**config.mk**
```make
export PLATFORM = sky130hd
export DESIGN_NAME = cirb_ctrl
export DESIGN_NICKNAME = d
export VERILOG_FILES = /design/src/design/cirb_pkg.sv /design/src/design/cirb_ctrl.sv
export SDC_FILE = /design/constraint.sdc
export NUM_CORES = 1
export LEC_CHECK = 0
export ABC_CLOCK_PERIOD_IN_PS = 3130
export BUFFER_PORTS_ARGS = -buffer_cell sky130_fd_sc_hd__buf_2
export CAP_MARGIN = 10
export CORE_MARGIN = 2
export CORE_UTILIZATION = 55
export DETAILED_ROUTE_END_ITERATION = 8
export GPL_TIMING_DRIVEN = 0
export PLACE_DENSITY = 0.9
export SYNTH_ARGS = -nofsm -noshare
export SYNTH_HDL_FRONTEND = slang
export SYNTH_SLANG_ARGS = --single-unit
```
**constraint.sdc**
```tcl
create_clock -name i_clk -period 3.13 [get_ports i_clk]
set_input_delay 0.313 -clock i_clk [delete_from_list [all_inputs] [get_ports i_clk]]
set_output_delay 0.313 -clock i_clk [all_outputs]
set_load 0.05 [all_outputs]
```
**src/design/cirb_pkg.sv**
```systemverilog
package cirb_pkg;

    localparam int NODE_COUNT_DEF     = 32;
    localparam int ROUTE_CAPACITY_DEF = 32;

    localparam int FUNC_W = 3;
    localparam int NODE_W = 5;
    localparam int COST_W = 24;
    localparam int TOUR_W = 30;
    localparam int POS_W  = 6;
    // a + b - link, signed
    localparam int DELTA_W = COST_W + 3;

    localparam logic [FUNC_W-1:0] FN_WRITE  = 3'd0;
    localparam logic [FUNC_W-1:0] FN_CLEAR  = 3'd1;
    localparam logic [FUNC_W-1:0] FN_APPEND = 3'd2;
    localparam logic [FUNC_W-1:0] FN_INSERT = 3'd3;
    localparam logic [FUNC_W-1:0] FN_EMIT   = 3'd4;

    typedef enum logic [3:0] {
        S_IDLE,
        S_REF_RD,
        S_REF_WR,
        S_CHECK,
        S_INS_A,
        S_INS_B,
        S_INS_C,
        S_COMMIT,
        S_RESULT,
        S_EMIT
    } t_state;

    // which matrix entry to fetch: previous->next, previous->new, new->next
    typedef enum logic [1:0] {
        RD_LINK,
        RD_PN,
        RD_NQ
    } t_rd;

    typedef struct packed {
        logic accept;
        logic clear;
        logic rd_issue;
        t_rd  rd_kind;
        logic ref_take;
        logic srch_init;
        logic a_take;
        logic b_take;
        logic commit;
        logic out_ins;
        logic out_full;
        logic out_emit;
    } t_cmd;

endpackage

```
**src/design/cirb_ctrl.sv**
```systemverilog
module cirb_ctrl
    import cirb_pkg::*;
#(
    parameter int ROUTE_CAPACITY = ROUTE_CAPACITY_DEF,
    parameter int IW             = $clog2(ROUTE_CAPACITY + 2)
) (
    input  logic              i_clk,
    input  logic              i_rst_n,
    input  logic              start,
    input  logic [FUNC_W-1:0] i_func,
    input  logic [IW-1:0]     i_len,
    output logic              busy,
    output t_cmd              o_cmd,
    output logic [IW-1:0]     o_idx
);

    t_state            r_state, n_state;
    logic [IW-1:0]     r_idx, n_idx;
    logic [FUNC_W-1:0] r_func, n_func;
    logic              accept;

    assign busy   = (r_state != S_IDLE);
    assign accept = start && !busy;
    assign o_idx  = r_idx;

    always_ff @(posedge i_clk) begin
        if (!i_rst_n) begin
            r_state <= S_IDLE;
            r_idx   <= '0;
            r_func  <= FN_WRITE;
        end else begin
            r_state <= n_state;
            r_idx   <= n_idx;
            r_func  <= n_func;
        end
    end

    always_comb begin
        n_state = r_state;
        n_idx   = r_idx;
        n_func  = r_func;
        o_cmd   = '0;
        o_cmd.rd_kind = RD_LINK;
        case (r_state)
            S_IDLE: begin
                if (accept) begin
                    o_cmd.accept = 1'b1;
                    n_func = i_func;
                    n_idx  = '0;
                    if (i_func == FN_CLEAR) begin
                        o_cmd.clear = 1'b1;
                    end else if (i_func == FN_APPEND || i_func == FN_INSERT
                                 || i_func == FN_EMIT) begin
                        n_state = S_REF_RD;
                    end
                end
            end
            // rebuild the per-edge costs, matrix may have changed since last time
            S_REF_RD: begin
                o_cmd.rd_issue = 1'b1;
                o_cmd.rd_kind  = RD_LINK;
                n_state = S_REF_WR;
            end
            S_REF_WR: begin
                o_cmd.ref_take = 1'b1;
                if (r_idx == i_len) begin
                    n_state = S_CHECK;
                end else begin
                    n_idx   = r_idx + 1'b1;
                    n_state = S_REF_RD;
                end
            end
            S_CHECK: begin
                if (r_func == FN_EMIT) begin
                    n_idx   = '0;
                    n_state = S_EMIT;
                end else if (int'(i_len) >= ROUTE_CAPACITY) begin
                    o_cmd.out_full = 1'b1;
                    n_state = S_IDLE;
                end else begin
                    o_cmd.srch_init = 1'b1;
                    n_idx   = (r_func == FN_APPEND) ? i_len : '0;
                    n_state = S_INS_A;
                end
            end
            S_INS_A: begin
                o_cmd.rd_issue = 1'b1;
                o_cmd.rd_kind  = RD_PN;
                n_state = S_INS_B;
            end
            S_INS_B: begin
                o_cmd.a_take   = 1'b1;
                o_cmd.rd_issue = 1'b1;
                o_cmd.rd_kind  = RD_NQ;
                n_state = S_INS_C;
            end
            S_INS_C: begin
                o_cmd.b_take = 1'b1;
                if (r_idx == i_len) begin
                    n_state = S_COMMIT;
                end else begin
                    n_idx   = r_idx + 1'b1;
                    n_state = S_INS_A;
                end
            end
            S_COMMIT: begin
                o_cmd.commit = 1'b1;
                n_state = S_RESULT;
            end
            S_RESULT: begin
                o_cmd.out_ins = 1'b1;
                n_state = S_IDLE;
            end
            S_EMIT: begin
                o_cmd.out_emit = 1'b1;
                if (r_idx == i_len + 1'b1) begin
                    n_state = S_IDLE;
                end else begin
                    n_idx = r_idx + 1'b1;
                end
            end
            default: begin
                n_state = S_IDLE;
            end
        endcase
    end

endmodule

```
# Word-level counts from Yosys, hierarchy flattened
# Cells that the tools add are included.
# Widths: inputs -> output; s select.
classes:
  addsub: 2
  order_cmp: 1
  n_eq_ne: 24
  n_mux: 32
  n_reduce_logical: 11
ops:
  columns: ["cell", "n"]
  rows:
  - ["$mux 6", 6]
  - ["$pmux 4 s9", 1]
  - ["$pmux 6 s4", 1]
  - ["$mux 4", 5]
  - ["$eq 4x3->1 const B", 4]
  - ["$mux 1", 13]
  - ["$add 6x1->6 const B", 2]
  - ["$eq 6x6->1", 2]
  - ["$ne 2x2->1 const B", 6]
  - ["$eq 3x2->1 const B", 3]
  - ["$pmux 3 s3", 1]
  - ["$eq 4x2->1 const B", 2]
  - ["$eq 4x4->1 const B", 2]
  - ["$mux 2", 4]
  - ["$reduce_bool 4->1", 2]
  - ["$eq 3x3->1 const B", 2]
  - ["$ge 6x6->1 const B", 1]
  - ["$reduce_and 5->1", 1]
  - ["$eq 4x1->1 const B", 1]
  - ["$logic_not 4->1", 1]
  - ["$reduce_and 4->1", 1]
  - ["$eq 3x1->1 const B", 1]
  - ["$mux 3", 1]
  - ["$ne 3x3->1 const B", 1]
  - ["5 further kinds", 6]
word_totals:
  reg_bits: 13
  inputBits: 12
  out_inout_bits: 20
  wordCells: 73

# Longest topological paths before layout
logic_depth:
  depth_word: 7
  mapped_depth: 7
  ltp_nobuf: 7

# Least setup slack after synthesis
# No wires, ideal clock.
synth_timing:
  path_type: "reg-to-output"
  start: "register r_state[2]"
  end: "output port o_cmd[11] (netlist bit)"
  arrival_time_ns: 2.565
  setup_slack_ns: 0.252
  stages_incl_launch_ff: 5
  cell_sequence: "dfxtp_1 buf_2 nor4_4 nand2_1 nor4b_1"
synth_lines:
  columns: ["item", "line_no", "source"]
  rows:
  - ["start: declaration", "cirb_ctrl.sv:17", "t_state r_state, n_state;"]
  - ["start signal: assignment", "cirb_ctrl.sv:32", "r_state <= n_state;"]
  - ["end: declaration", "cirb_ctrl.sv:13", "output t_cmd o_cmd,"]

==> impl_results.md <==
* Leakage at 0.608 nW
* Largest family of logic cells by synthesized area: simple AND/OR/NAND/NOR gates
* Minimum clock period at 2220 ps
* Internal reg-to-reg setup slack at 1240 ps
* Synth-to-Final Area Change at 19.3%
* Most common cell after layout, fill and taps aside: buf_2
* Postcts setup bufs at 0
* Seq cells post-synth at 13
* Setup Total Neg Slack at 0 ps
* Detailed placer's ending HPWL at 2.10 mm
* Mapped cell area at 1120 sq um
* Unique masters post-synth at 41
* Clock Sinks at 13
* Run status: complete, no violations
* Vias in the first global route at 1065
* Die Y at slightly below 50 um
* Adder-Cell Fraction of Synth Area at 3.34%
* Reg2reg path depth at 7
* RSZ-0062 raised after global routing: no
* Max Fclk at between 400 and 500 MHz
* Worst-Margin Slew at 480 ps
* CTS Buf Count at 3
* Final number of max-transition violations at 0
* Startpoint types: flip-flop
* Worst-path fanout max at 10
* PostCTS Resize Cnt at 0
* Post-synth net total at 154
* Pin count of the biggest net entering global routing at 11
* Routed len/inst at approximately 13 um
* Synth Area in Simple Gates at between 30% and 40%
* Hold Path End: r_func[0]
* R2R Path End: o_idx[5]
* Die Wd at 49.2 um
* Pre-antenna DRT Iters at 4
* Layout cell share with drive strength beyond 1 at 30.5%
* CTS tree: built
* Worst path cell trace: buf_2, nor4_4, nand2_1, nor4b_1, buf_2
* Clock Tree Buf Depth at 2
* Placed Cells at 197
* Critical setup path kind: flip-flop to output pin
* Syn. warnings at 0
* Die area at 2420 sq um
* Via count at between 1000 and 1500
* Final std cells w/o fill at 201
* # DRC at 0
* Fin crit share at a little under three quarters
* Compound-Gate Fraction of Synth Area at roughly 16%
* Dpl cell area at 1310 sq um
* Post-synthesis sequential area ratio at a little under a quarter
* # fillers at ~170
* Worst hold-check path type: input pin to flip-flop
* Max-slew headroom at the worst pin at just under 70%
* WHS Path Cells at 3
* Setup-failing EPs final at 0
* Total GRT Usage at 23.9%
* Input/output buffers at 31
* Register Area at 260 sq um
* XOR/XNOR share of the synthesized area at 10.1%
* Crit path largest cell delay at 350 ps
* I/O pin count at 32
* DRT iter0 DRCs at 49
* Core Area at 1940 sq um
* Hold_sp: i_func[0]
* Skew final at a little over 1 ps
* Most frequent cells in the layout: buf_2 (34), nand2_1 (25), dfxtp_1 (13)
* Initial antenna violation count at 0
* H-tree depth at 1
* Peak supply drop at 389 uV
* Clock transition at the registers of the reported paths at 90 ps
* Syn_area_per_cell at 8.08 sq um
* Post-DR vias/cell at 5.71
* Initial Util at around 58%
* Worst-Skew Late Latency at 290 ps
* Critical R2R Launch: r_state[2]
* Fin area at around 1300 sq um
* Post-layout power at 0.676 mW
* Area taken by multi-input logic gates at 788 sq um
* DRT Wirelength at 2.71 mm
* Ant. Diodes at 0
* Post-route ant nets at 0
* Global-route wire length before repair at 4.56 mm
* Standard-cell row count at 16
* Final hold vios at 0
* Crit-path slowest cell: nor4_4
* CP dominant cell by count: buf_2
* Nets at between 150 and 200
* WHS at approximately 290 ps
* Multiplexer share of the synthesized area at 6.35%
* CP arrival at 1910 ps
* P per Cell Area at just over 500 nW/um^2
* Clk Tree Root Cell: clkbuf_4
* Max-cap violations at 0
* Critical Path RT at 2820 ps
* Remaining Overflow, GRT at 0
* GP Congestion at 0.885
* Gate Count Post-Synth at between 100 and 150
* Hold Buf Count CTS at 0
* Setup crit end kind: output pin
## routing by layer
metal	routed length, um	GRT usage [%]	vias to the layer above
met5	0	0	-
met4	62	11.9	0
met3	144	3.99	9
met2	1310	42.1	47
met1	1190	27.4	535
li1	-	-	556
## cells in the mapped netlist, drive strengths merged
cell type,n,area [sq um]
xor2,8,70.1
nor2b,1,6.26
a311o,1,10.0
nor3b,2,20.0
a21o,1,7.51
a211o,1,8.76
inv,6,22.5
a31oi,2,27.5
o2bb2ai,6,52.6
or2,1,6.26
dfxtp,13,260
a22oi,1,7.51
and4bb,1,12.5
nand2b,5,31.3
mux2,1,11.3
o21a,1,7.51
nor4b,2,32.5
xnor2,5,43.8
nor3,7,35.0
a21oi,5,28.8
nor2,10,37.5
nand2,26,105
nor4,3,33.8
o211ai,1,7.51
nand4,2,12.5
buf,7,52.5
or3,1,11.3
nand3b,1,11.3
ha,3,37.5
nand3,5,25.0
o21ai,1,5.00
mux2i,6,60.1
a21boi,3,22.5
## kinds of logic (layout without fill, tap and decap cells)
group                      count (synthesis)  in the layout
DFF                                       13             13
and+or+nand+nor                           67             67
muxes                                      7              7
buffers and inverters                     13             48
AOI/OAI and AO/OA                         23             23
xor gates and xnor gates                  13             13
adders and majority gates                  3              3
## worst max-delay path: cells and delay by family, from the launching register on
kind | cells | cell delay, ps
flip-flops | 1 | 320
buffers and inverters | 2 | 480
AND/OR/NAND/NOR | 3 | 820
## where the power goes
| group | leakage, nW | switching (mW) | internal, mW |
|---|---|---|---|
| combinational | 0.485 | 0.240 | 0.125 |
| sequential | 0.106 | 0.0146 | 0.182 |
| clock | 0.0177 | 0.0663 | 0.0477 |
## state kept, by name, indices dropped and copies added (netlist names)
name     flops
o_idx        6
r_state      4
r_func       3
## per-stage QoR
| step | utilization, % | worst slack [ps] |
|---|---|---|
| CTS | 69.0 | 917 |
| global route | 69.0 | 775 |
| finish | 69.0 | 908 |
| floorplan | - | 252 |
| detailed placement | 67.6 | 1240 |
| global placement | 67.6 | 1280 |
## cell type report
cell class,count,area share (%)
Timing Repair Buffer,31,11.6
Tap cell,27,2.52
Inverter,6,1.68
Sequential cell,13,19.4
Clock buffer,3,1.68
Clock inverter,1,0.373
Buffer,7,3.92
Multi-Input combinational cell,113,58.8
## how the worst max path moves through the flow
stage               startpoint         to  slack (ps)
floorplan           r_state[2]  o_cmd[11]         250
global placement    r_state[2]  o_cmd[11]        1280
detailed placement  r_state[2]  o_cmd[11]        1240
CTS                 r_state[2]  o_cmd[11]         920
global route        r_state[2]  o_cmd[11]         780
finish              r_state[2]  o_cmd[11]         910
(Power assumes the default switching activity.)
